$ cat config.mk
export PLATFORM = sky130hd
export DESIGN_NAME = zqs_zone_table
export DESIGN_NICKNAME = d
export VERILOG_FILES = /design/src/sv/zqs_pkg.sv /design/src/sv/zqs_zone_table.sv
export SDC_FILE = /design/constraint.sdc
export NUM_CORES = 1
export LEC_CHECK = 0
export ABC_AREA = 1
export BUFFER_PORTS_ARGS = -buffer_cell sky130_fd_sc_hd__buf_2
export CAP_MARGIN = 20
export CORE_MARGIN = 2
export CORE_UTILIZATION = 30
export DETAILED_ROUTE_END_ITERATION = 8
export MAX_ROUTING_LAYER = met4
export SLEW_MARGIN = 20
export SYNTH_ARGS = -nofsm -noshare
export SYNTH_HDL_FRONTEND = slang
export SYNTH_SLANG_ARGS = --single-unit
$ cat constraint.sdc
create_clock -name clk -period 1 [get_ports clk]
set_input_delay 0.05 -clock clk [delete_from_list [all_inputs] [get_ports clk]]
set_output_delay 0.05 -clock clk [all_outputs]
set_load 0.05 [all_outputs]
$ cat src/sv/zqs_pkg.sv
// zqs_pkg: shared constants, types and helper functions of the zone quantum scheduler
// used by zqs_irq_map, zqs_zone_table, zone_quantum_scheduler_core and its checker
// no dependencies
package zqs_pkg;

	// sizes
	localparam int ZONE_COUNT = 8;
	localparam int IRQ_SLOTS  = 4096;
	localparam int MAP_AW     = $clog2(IRQ_SLOTS);
	localparam int TIME_W     = 48;
	localparam int QUANTUM_W  = 32;
	localparam int ZONE_W     = 3;
	localparam int CAUSE_W    = 12;
	localparam int OP_W       = 3;

	localparam logic [ZONE_W:0]      ZONE_COUNT_W  = ZONE_COUNT[ZONE_W:0];
	localparam logic [MAP_AW-1:0]    MAP_LAST      = MAP_AW'(IRQ_SLOTS - 1);
	localparam logic [QUANTUM_W-1:0] QUANTUM_RESET = 32'd10000;
	localparam logic [CAUSE_W-1:0]   TIMER_BIT     = 12'h080;
	localparam logic [TIME_W-1:0]    TIME_MAX      = {TIME_W{1'b1}};

	// opcodes
	localparam logic [OP_W-1:0] OP_TICK     = 3'd0;
	localparam logic [OP_W-1:0] OP_RETURN   = 3'd1;
	localparam logic [OP_W-1:0] OP_YIELD    = 3'd2;
	localparam logic [OP_W-1:0] OP_WAIT     = 3'd3;
	localparam logic [OP_W-1:0] OP_IRQ      = 3'd4;
	localparam logic [OP_W-1:0] OP_WR_ZONE  = 3'd5;
	localparam logic [OP_W-1:0] OP_WR_MAP   = 3'd6;

	typedef logic [TIME_W-1:0]  time_t;
	typedef logic [ZONE_W-1:0]  zone_t;
	typedef logic [CAUSE_W-1:0] cause_t;

	// zone record write request
	typedef struct packed {
		logic   we;
		zone_t  idx;
		logic   ie;
		cause_t bits;
		time_t  deadline;
	} zone_wr_t;

	// zone record read response
	typedef struct packed {
		logic   ie;
		time_t  deadline;
		cause_t or_mask;
	} zone_rd_t;

	// zone number modulo zone count
	function automatic zone_t zone_wrap(zone_t v);
		logic [ZONE_W:0] w;
		w = {1'b0, v};
		for (int k = 0; k < 8; k++) begin
			if (w >= ZONE_COUNT_W)
				w = w - ZONE_COUNT_W;
		end
		return w[ZONE_W-1:0];
	endfunction

	// round-robin successor of a zone below the zone count
	function automatic zone_t next_zone(zone_t c);
		logic [ZONE_W:0] n;
		n = {1'b0, c} + {{ZONE_W{1'b0}}, 1'b1};
		return (n >= ZONE_COUNT_W) ? '0 : n[ZONE_W-1:0];
	endfunction

	// saturating time sum
	function automatic time_t sat_add(time_t a, time_t b);
		logic [TIME_W:0] s;
		s = {1'b0, a} + {1'b0, b};
		return s[TIME_W] ? TIME_MAX : s[TIME_W-1:0];
	endfunction

endpackage

$ cat src/sv/zqs_zone_table.sv
// zqs_zone_table: per-zone records, deadline memory plus enable flags and masks
// gives the current zone's record and the OR of all enabled zone masks
// depends on zqs_pkg
module zqs_zone_table (
	input  logic               clk,
	input  logic               arst_n,
	input  zqs_pkg::zone_wr_t  wr,
	input  zqs_pkg::zone_t     rd_addr,
	output zqs_pkg::zone_rd_t  rd
);

	zqs_pkg::time_t  dl_mem [zqs_pkg::ZONE_COUNT];
	logic            ie_q   [zqs_pkg::ZONE_COUNT];
	zqs_pkg::cause_t mask_q [zqs_pkg::ZONE_COUNT];
	zqs_pkg::time_t  rd_dl_s1;
	logic            rd_ie_s1;
	zqs_pkg::cause_t or_mask;

	// enable flags, cleared by reset
	always_ff @(posedge clk or negedge arst_n) begin
		if (!arst_n) begin
			for (int i = 0; i < zqs_pkg::ZONE_COUNT; i++)
				ie_q[i] <= 1'b0;
			rd_ie_s1 <= 1'b0;
		end else begin
			if (wr.we)
				ie_q[wr.idx] <= wr.ie;
			rd_ie_s1 <= ie_q[rd_addr];
		end
	end

	// deadline memory and masks, meaningful only behind a set flag
	always_ff @(posedge clk) begin
		if (wr.we) begin
			dl_mem[wr.idx] <= wr.deadline;
			mask_q[wr.idx] <= wr.bits;
		end
		rd_dl_s1 <= dl_mem[rd_addr];
	end

	// or of enabled zone masks
	always_comb begin
		or_mask = '0;
		for (int i = 0; i < zqs_pkg::ZONE_COUNT; i++) begin
			if (ie_q[i])
				or_mask = or_mask | mask_q[i];
		end
	end

	assign rd.ie       = rd_ie_s1;
	assign rd.deadline = rd_dl_s1;
	assign rd.or_mask  = or_mask;

endmodule

==> impl_metrics.csv, run 1 <==
group,metric,value,unit
detailed_routing,vias_per_cell,4.251,
detailed_routing,route.detailed.drc,0,
worst_setup_path,cp-end-kind,"output port",
sta,fmax,537.0,MHz
clocking,cts_sinks,537,
die,rows,98,
die,core_area,71610,µm²
detailed_routing,antenna_left,0,
worst_setup_path,worstSetupPathType,"reg -> out",
worst_setup_path,cp-start-kind,"register",
sta,skew,0.03819,ns
detailed_routing,vias,13980,
sta,min_period_over_period,1.862,
layout,design_area,27660,µm²
sta,finalSetupViolations,62,
global_routing,grt_pass1_wl,79.63,mm
logic_synthesis,ys_types,17,
sta,fin_ws,-0.8621,ns
logic_synthesis,yosys.area.top_type,"edfxtp_1",
layout,regArea,15670,µm²
min_path,hp-class,"in -> reg",
worst_setup_path,crit_fanout,14,
layout,stdcell_count,3288,
die,initial_core_util,0.3031,
power,powerDensity,1905,nW/µm²
worst_setup_path,critPathRequiredTime,0.95,ns
sta,finalHoldViolCount,0,
placed_design,gp_congestion,0.8036,
logic_synthesis,synth_top_area_share,0.6641,
logic_synthesis,syn_area,21700,µm²
sta,post-route-min-period,1.862,ns
sta,slew_violations,0,
die,dieArea,74510,µm²
detailed_routing,first_pass_iters,6,
global_routing,antenna_found_initial,6,
clocking,cts_made_buffers,56,
logic_synthesis,yosys_warnings,0,
power,ir_worst_vdd,0.001200,V
layout,fin_util,0.3863,
clocking,ctsLongestPathBuffers,3,
power,p_total,52690,µW
clocking,tritoncts,"built",
detailed_routing,routed_wl,51.08,mm
outcome,outcome,"complete, but fails checks",
global_routing,grt_max_degree,68,
logic_synthesis,ys_seq_area_frac,0.7188,
clocking,clk_latency,0.62,ns
layout,syn2layout_area_growth,27.46,%
logic_synthesis,ys.flop_type,"edfxtp_1",
sta,slew_headroom,0.6885,
layout,n_fill_cell,6814,
logic_synthesis,synth_common_cells,"nand2_1, edfxtp_1, inv_1",
placed_design,post-dp-hpwl,32.17,mm
detailed_routing,wl_per_cell,15.53,µm
die,io_pins,131,
detailed_routing,first_iter_violations,972,
logic_synthesis,synth_enable_flop_cells,480,
placed_design,placed_cells,3105,
logic_synthesis,synthTopCellsByArea,"edfxtp_1, nand2_1, inv_1, nand3_1, dfxtp_1",
logic_synthesis,synth-async-reset-ratio,0.01676,
layout,finalNetCount,2355,
sta,tightestPinTransition,0.4658,ns
power,power_leakage,0.01194,µW
placed_design,place_area,24380,µm²
global_routing,grt_pass1_vias,14070,
outcome,violations,"setup timing",
logic_synthesis,synth_most_common_cell,"nand2_1",
worst_setup_path,cp.arrival,1.81,ns
die,dieWidth,273.0,µm
sta,rsz0062_at_grt,"yes",
logic_synthesis,synth_area_per_cell,10.73,µm²
die,fp.dieH,273.0,µm
clocking,cts.clk_slew.worst_paths,0.06,ns
worst_setup_path,r2r_cells,8,
layout,layout-drive-gt1-share,0.1754,
logic_synthesis,synth-seq-cells,537,
global_routing,grt-ovfl-total,0,
logic_synthesis,netlist_instances,2022,
placed_design,io_buffers,130,
clocking,htreeDepth,2,
job,cap_violations,0,
min_path,min_path_cells,4,
global_routing,grt_usage,0.1407,
logic_synthesis,syn_nets,2092,
layout,multi_input_area,4250,µm²
clocking,root_buffer,"clkbuf_16",
==> power breakdown <==
part | switching (µW) | internal (µW)
clock | 8630 | 11900
combinational | 3940 | 2500
sequential | 346 | 25400
total | 12900 | 39800
==> registers in the layout, indices dropped and copies added, names as in the netlist <==
signal    flops
dl_mem      384
mask_q       96
ie_q          8
rd_ie_s1      1
rd_dl_s1     48
==> metal layers <==
layer	up-vias	global-route usage	wire length, µm
li1	6922	-	-
met1	6682	0.1772	22930
met2	285	0.2324	24760
met3	89	0.02241	2070
met4	0	0.04458	1315
met5	-	-	0
==> final cells by class <==
type | instances | area share
multi-input cells | 994 | 0.1536
flip-flops and latches | 537 | 0.5663
diodes | 6 | 0.0005428
clock inverters | 25 | 0.01058
repair buffers | 289 | 0.1120
inverters | 407 | 0.05821
clock buffers | 80 | 0.05572
well taps | 950 | 0.04297
==> repair_timing <==
item,4_1_cts,5_1_grt
setup buffers,0,1
hold endpoints to repair,519,0
hold buffers,71,0
pin swaps,9,9
gates resized for setup,220,31
cloned,0,0
endpoints found under the setup margin,63,71
==> final timing paths <==
path | start | end | slack (ns)
hold / removal | wr[61] | dl_mem[7][2] | 0.02
min in group asynchronous | arst_n | rd_ie_s1 | 0.44
max in group asynchronous | arst_n | ie_q[4] | 0.23
setup reg to reg | ie_q[0] | rd_ie_s1 | -0.16
setup / recovery | ie_q[7] | rd[3] | -0.86
hold reg to reg | dl_mem[5][26] | rd_dl_s1[26] | 0.63
==> through the flow <==
stage | setup WS [ns] | TNS [ns] | hold WS (ns)
final | -0.8621 | -16.44 | 0.01994
after global routing | -0.9372 | -19.66 | 0.004325
after CTS | -0.9014 | -18.71 | -0.009045
after detailed placement | -0.4179 | -164.65 | -0.08035
after global placement | -0.4439 | -159.77 | -0.08193
after floorplan | -0.9975 | -257.56 | -0.2456
==> kinds of logic after synthesis <==
logic type      Yosys count  synth area share
simple gates            986            0.1861
compound gates            8          0.001845
flops                   537            0.7188
buf+inv                 491           0.09328
==> layout by cell type (no fill, tap or decap), drive strengths merged <==
cell,synthesis,final
edfxtp,480,480
dfxtp,48,48
nor2,4,4
dlygate4sd3,0,71
clkbuf,18,80
nor3,1,1
bufinv,0,4
nand3,197,197
or2,12,12
diode,0,6
nand4,24,24
clkinv,0,16
nand2,748,748
o21ai,8,8
inv,407,403
clkinvlp,0,9
dfrtp,9,9
buf,66,218
==> critical path, stage by stage (launching register included) <==
cell and delay, ns:
dfrtp_1 0.40, buf_12 0.16, nand2_1 0.06, nand4_1 0.14
or2_4 0.27, buf_6 0.15
(Power assumes the default switching activity.)
==> run 2, diff against run 1 <==
ABC_AREA = not set   (was 1)
CORE_UTILIZATION = 25   (was 30)
==> run 2 against run 1 <==
  * The flow still finishes with violations (setup timing)
  * Non-clock buffer count is 19 higher
  * Final area is 6.2% lower
  * Combinational power is 5.9% lower
  * Wire length is 14% lower
  * Via count is 34% lower
  * First-iteration DRC count is 43% lower
  * Clock power hardly changed
  * Die area is 6.0% higher
  * Critical path type unchanged
==> impl_metrics.csv, run 2 <==
group,metric,value,unit
worst_setup_path,critPathRequiredTime,0.95,ns
die,rows,101,
logic_synthesis,ys_types,17,
global_routing,grt_usage,0.1156,
layout,regMostFlops,"dl_mem",
clocking,htreeDepth,2,
clocking,cts_made_buffers,57,
sta,slew_violations,0,
detailed_routing,vias_per_cell,4.159,
logic_synthesis,yosys.area.top_type,"edfxtp_1",
sta,fmax,544.3,MHz
detailed_routing,first_pass_iters,4,
worst_setup_path,r2r_end,"rd_ie_s1",
worst_setup_path,slowest_delay,0.45,ns
logic_synthesis,synth_top_area_share,0.7512,
outcome,outcome,"complete, but fails checks",
logic_synthesis,ys.flop_type,"edfxtp_1",
clocking,clk_latency,0.60,ns
logic_synthesis,synth_area_per_cell,23.99,µm²
power,clkPwrFrac,0.388,
logic_synthesis,syn_nets,870,
die,io_pins,131,
sta,finalHoldViolCount,0,
placed_design,placed_cells,2028,
layout,fin_util,0.3416,
die,initial_core_util,0.2526,
detailed_routing,wl_per_cell,19.79,µm
layout,finalNetCount,1201,
global_routing,antenna_found_initial,7,
die,fp.dieH,281.0,µm
layout,top_regs,"dl_mem (384), mask_q (96), rd_dl_s1 (48)",
worst_setup_path,worstSetupPathType,"reg -> out",
power,sequentialPowerShare,0.496,
logic_synthesis,synth_enable_flop_cells,480,
layout,stdcell_count,2216,
worst_setup_path,rr_startpoint,"ie_q[5]",
worst_setup_path,ff2ff_setup_slack,-0.52,ns
layout,final_common_cell,"edfxtp_1",
layout,layout-drive-gt1-share,0.5021,
worst_setup_path,r2r_cells,4,
layout,syn2layout_area_growth,35.22,%
logic_synthesis,synth_most_common_cell,"edfxtp_1",
logic_synthesis,synth_common_cells,"edfxtp_1, mux4_2, mux2_2",
worst_setup_path,critical_path.most_common_cell,"buf_6",
worst_setup_path,cp_slowest_cell,"dfrtp_2",
clocking,cts_sinks,537,
worst_setup_path,cp-end-kind,"output port",
worst_setup_path,cp_top_family,"flip-flops",
min_path,min_path_cells,4,
sta,fin_ws,-0.8372,ns
power,power_leakage,0.008661,µW
power,ir_worst_vdd,0.001303,V
min_path,hold_end,"ie_q[1]",
logic_synthesis,synthTopCellsByArea,"edfxtp_1, mux4_2, dfxtp_1, mux2_2, a22oi_1",
power,p_sw,12130,µW
placed_design,post-dp-hpwl,27.56,mm
layout,design_area,25950,µm²
layout,largest_reg_flops,384,
clocking,ctsLongestPathBuffers,3,
power,internal_power,40160,µW
clocking,root_buffer,"clkbuf_16",
clocking,tritoncts,"built",
worst_setup_path,crit_fanout,5,
global_routing,grt_pass1_vias,10120,
logic_synthesis,ys_seq_area_frac,0.8130,
placed_design,place_area,22590,µm²
clocking,cts.clk_slew.worst_paths,0.07,ns
logic_synthesis,syn_area,19190,µm²
layout,final_cell_mix,"edfxtp_1, mux4_2, buf_2",
sta,post-route-min-period,1.837,ns
sta,rsz0062_at_grt,"yes",
logic_synthesis,synth-async-reset-ratio,0.01676,
sta,tightestPinTransition,0.4209,ns
placed_design,gp_congestion,0.7385,
job,cap_violations,0,
sta,finalSetupViolations,111,
sta,skew,0.01493,ns
min_path,hp-class,"in -> reg",
sta,min_period_over_period,1.837,
logic_synthesis,yosys_warnings,0,
detailed_routing,vias,9216,
logic_synthesis,synth-seq-cells,537,
detailed_routing,route.detailed.drc,0,
die,core_area,75950,µm²
detailed_routing,antenna_left,0,
sta,slew_headroom,0.7184,
die,dieWidth,281.0,µm
power,pwr-share-comb,0.116,
outcome,violations,"setup timing",
global_routing,grt_pass1_wl,65.24,mm
die,dieArea,78990,µm²
global_routing,grt_max_degree,29,
worst_setup_path,cp-start-kind,"register",
worst_setup_path,worstPathBufferInverterCount,2,
detailed_routing,first_iter_violations,550,
power,p_sw_frac,0.2320,
worst_setup_path,worstPathCellList,"buf_6 > a22oi_2 > nand4_1 > buf_6",
worst_setup_path,cp.arrival,1.79,ns
min_path,hp-start,"wr[64]",
placed_design,io_buffers,130,
global_routing,grt-ovfl-total,0,
power,powerDensity,2015,nW/µm²
layout,n_fill_cell,7097,
logic_synthesis,netlist_instances,800,
detailed_routing,routed_wl,43.86,mm
run 2: layout make-up:
class                           count  area, µm²  share of cell area
Sequential cell                   537      15690              0.6045
Multi-Input combinational cell    223       3735              0.1439
Timing Repair Buffer              308       3362              0.1296
Clock buffer                       80       1614             0.06221
Tap cell                         1030       1289             0.04967
Clock inverter                     27      214.0            0.008246
Inverter                            4      30.03            0.001157
Antenna cell                        7      17.52           0.0006751
run 2: per-stage QoR:
stage / power (µW) / TNS (ns) / worst slack [ns] / hold slack, ns
floorplan: 29370 / -265.21 / -1.665 / -0.2456
global placement: 31230 / -138.83 / -0.4609 / -0.09206
detailed placement: 31330 / -142.60 / -0.4764 / -0.08774
CTS: 52790 / -30.09 / -0.9123 / 0.01154
global route: 54250 / -32.05 / -0.9541 / 0.04771
finish: 52290 / -26.75 / -0.8372 / 0.05786
run 2: kinds of logic (layout without fill, tap and decap cells):
logic type      count (synthesis)  in the layout  synth area share
other cells                     0              7                 0
flops                         537            537            0.8130
simple gates                   20             20          0.008021
compound gates                 48             48           0.01878
buf+inv                        40            419           0.01174
mux                           155            155            0.1485
run 2: timing repair:
| item | CTS | global route |
|---|---|---|
| endpoints found under the setup margin | 113 | 116 |
| hold buffers | 64 | 0 |
| gates resized for setup | 235 | 37 |
| pin swaps | 8 | 8 |
| endpoints found under the hold margin | 502 | 0 |
| gates cloned | 0 | 3 |
| setup buffers | 4 | 3 |
run 2: worst reg2reg max path, stage by stage (launching register included):
cell and delay [ns]:
dfrtp_2 0.44, buf_4 0.14, buf_4 0.12, mux4_2 0.44
mux2_4 0.27
run 2: power by group through the flow:
stage	Sequential (µW)	Combinational, µW	Clock (µW)
final	25900	6060	20300
after global routing	26000	6430	21800
after CTS	25900	5970	20900
after detailed placement	26200	5100	0
after global placement	26200	5030	0
after floorplan	26900	2480	0
run 2: how the worst max path moves through the flow:
stage                from           end  slack, ns  cells after the start
2_1_floorplan      wr[61]       ie_q[7]      -1.67                      2
3_3_place_gp   rd_addr[0]  rd_dl_s1[40]      -0.46                      4
3_5_place_dp   rd_addr[0]  rd_dl_s1[42]      -0.48                      4
4_1_cts           ie_q[7]         rd[8]      -0.91                      4
5_1_grt           ie_q[5]         rd[8]      -0.95                      4
6_report          ie_q[6]         rd[5]      -0.84                      4
run 2: layer usage:
metal / global-route usage / share of wire / wire length, µm / vias to the layer above
met5: - / 0 / 0 / -
met4: 0.02866 / 0.018 / 792 / 0
met3: 0.02644 / 0.049 / 2169 / 59
met2: 0.1900 / 0.50 / 22060 / 186
met1: 0.1443 / 0.43 / 18840 / 4877
li1: - / - / - / 4094
==> run 3, diff against run 2 <==
CAP_MARGIN = not set   (was 20)
PLACE_DENSITY = 0.45   (was not set)
RECOVER_POWER = 25   (was not set)
==> run 3 against run 2 <==
  * Final cell count decreased by 0.54%
  * The flow still finishes with violations (setup timing)
  * Sequential share of layout area increased by 0.20 points
  * Wire length increased by 3.2%
  * First-iteration DRC count decreased by 19%
  * Sequential cell count unchanged
  * Combinational power about the same
  * Clock-buffer cell count increased by 11
  * Non-clock buffer count decreased by 19
  * Maximum frequency decreased by 3.8%
  * Critical path type unchanged
  * Final area decreased by 0.27%
  * Die area unchanged
==> impl_metrics.csv, run 3 (synthesized netlist as in run 2, its figures left out) <==
group,metric,value,unit
sta,slew_headroom,0.5477,
detailed_routing,routed_wl,45.25,mm
worst_setup_path,cp-start-kind,"register",
layout,top_regs,"dl_mem (384), mask_q (96), rd_dl_s1 (48)",
layout,finalNetCount,1186,
worst_setup_path,crit_fanout,11,
power,sequentialPowerShare,0.481,
detailed_routing,vias_per_cell,4.141,
global_routing,grt_pass1_vias,10020,
worst_setup_path,slowest_delay,0.42,ns
power,internal_power,41560,µW
sta,fmax,523.6,MHz
sta,tightestPinTransition,0.6785,ns
worst_setup_path,worstPathCellList,"buf_12 > a22oi_2 > nand4_1 > buf_6",
detailed_routing,antenna_left,0,
placed_design,gp_congestion,0.6998,
detailed_routing,first_pass_iters,4,
min_path,hold_end,"ie_q[1]",
global_routing,grt_pass1_wl,67.25,mm
clocking,cts_sinks,537,
min_path,hp-class,"in -> reg",
layout,final_cell_mix,"edfxtp_1, mux4_2, dlygate4sd3_1",
die,initial_core_util,0.2526,
layout,final_common_cell,"edfxtp_1",
worst_setup_path,ff2ff_setup_slack,-0.64,ns
placed_design,place_area,22470,µm²
detailed_routing,wl_per_cell,20.53,µm
sta,finalSetupViolations,132,
clocking,cts_made_buffers,61,
clocking,ctsLongestPathBuffers,3,
worst_setup_path,cp_slowest_cell,"dfrtp_1",
worst_setup_path,critPathRequiredTime,0.95,ns
sta,finalHoldViolCount,0,
sta,holdWs,0.06818,ns
power,p_sw_frac,0.2307,
power,powerDensity,2088,nW/µm²
power,p_total,54020,µW
worst_setup_path,rr_startpoint,"ie_q[0]",
die,dieWidth,281.0,µm
power,power_leakage,0.008510,µW
job,cap_violations,0,
detailed_routing,route.detailed.drc,0,
layout,design_area,25870,µm²
placed_design,post-dp-hpwl,27.60,mm
clocking,clk_latency,0.61,ns
detailed_routing,vias,9127,
detailed_routing,wl_met3,2.050,mm
die,rows,101,
global_routing,grt_max_degree,31,
die,fp.dieH,281.0,µm
min_path,hp-start,"wr[63]",
die,io_pins,131,
sta,rsz0062_at_grt,"yes",
global_routing,grt_usage,0.1197,
global_routing,antenna_found_initial,5,
sta,slew_violations,0,
worst_setup_path,r2r_cells,5,
clocking,root_buffer,"clkbuf_16",
placed_design,io_buffers,130,
die,dieArea,78990,µm²
power,ir_worst_vdd,0.001280,V
layout,syn2layout_area_growth,34.85,%
worst_setup_path,worstSetupPathType,"reg -> out",
sta,min_period_over_period,1.910,
global_routing,grt-ovfl-total,0,
layout,layout-drive-gt1-share,0.4580,
clocking,htreeDepth,2,
clocking,cts.clk_slew.worst_paths,0.06,ns
outcome,violations,"setup timing",
worst_setup_path,cp.arrival,1.86,ns
worst_setup_path,cp-end-kind,"output port",
die,core_area,75950,µm²
sta,post-route-min-period,1.910,ns
layout,regMostFlops,"dl_mem",
power,p_sw,12460,µW
worst_setup_path,r2r_end,"rd_ie_s1",
sta,fin_ws,-0.9098,ns
sta,skew,0.02015,ns
power,pwr-share-comb,0.113,
layout,largest_reg_flops,384,
power,clkPwrFrac,0.407,
min_path,min_path_cells,4,
detailed_routing,wl_met2,21.03,mm
detailed_routing,first_iter_violations,443,
outcome,outcome,"complete, but fails checks",
clocking,tritoncts,"built",
detailed_routing,wl_met1,21.26,mm
detailed_routing,top_layer,"met4",
[run 3: final cells by class]
type | instances | area (µm²)
multi-input cells | 223 | 3714
inverters | 4 | 30.03
clock buffers | 91 | 1722
clock inverters | 24 | 271.5
repair buffers | 289 | 3141
flip-flops and latches | 537 | 15690
fillers | 7154 | 50070
well taps | 1030 | 1289
diodes | 6 | 15.01
[run 3: power groups by stage]
stage,clock network (µW),logic (µW),registers (µW)
6_report,22000,6080,26000
5_1_grt,23600,6450,26000
3_3_place_gp,0,5230,26300
2_1_floorplan,0,2480,26900
3_5_place_dp,0,5250,26300
4_1_cts,22700,6100,26000
[run 3: metal layers]
layer | up-vias | global-route usage
met3 | 72 | 0.02652
met2 | 183 | 0.1829
met4 | 0 | 0.03003
met5 | - | -
met1 | 4815 | 0.1618
li1 | 4057 | -
[run 3: critical path, delay by kind of cell, from the launching register on]
kind / cells / cell delay, ns
AOI/OAI and AO/OA: 1 / 0.20
buffers and inverters: 2 / 0.39
DFF: 1 / 0.42
and+or+nand+nor: 1 / 0.22
[run 3: stage by stage]
step	utilization	setup slack (ns)	cells	TNS, ns
CTS	0.3400	-1.009	2195	-31.63
floorplan	-	-1.665	800	-265.21
global placement	0.2959	-0.4667	2014	-148.64
global route	0.3407	-1.013	2203	-35.74
finish	0.3407	-0.9098	2204	-29.33
detailed placement	0.2959	-0.4591	2014	-146.97
[run 3: timing repair]
item                                   in CTS  in global routing
setup endpoints to repair                 115                116
pin swaps                                  14                  4
resized for setup                         240                 26
endpoints found under the hold margin     517                  0
setup buffers                               1                  3
hold buffers                               65                  0
[run 3: worst max-delay path by stage]
stage	startpoint	endpoint	slack, ns	depth (start not counted)
after floorplan	wr[61]	ie_q[7]	-1.67	2
after global placement	rd_addr[0]	rd_dl_s1[30]	-0.47	4
after detailed placement	rd_addr[0]	rd_dl_s1[1]	-0.46	4
after CTS	ie_q[7]	rd[6]	-1.01	4
after global routing	ie_q[7]	rd[6]	-1.01	4
final	ie_q[5]	rd[10]	-0.91	4
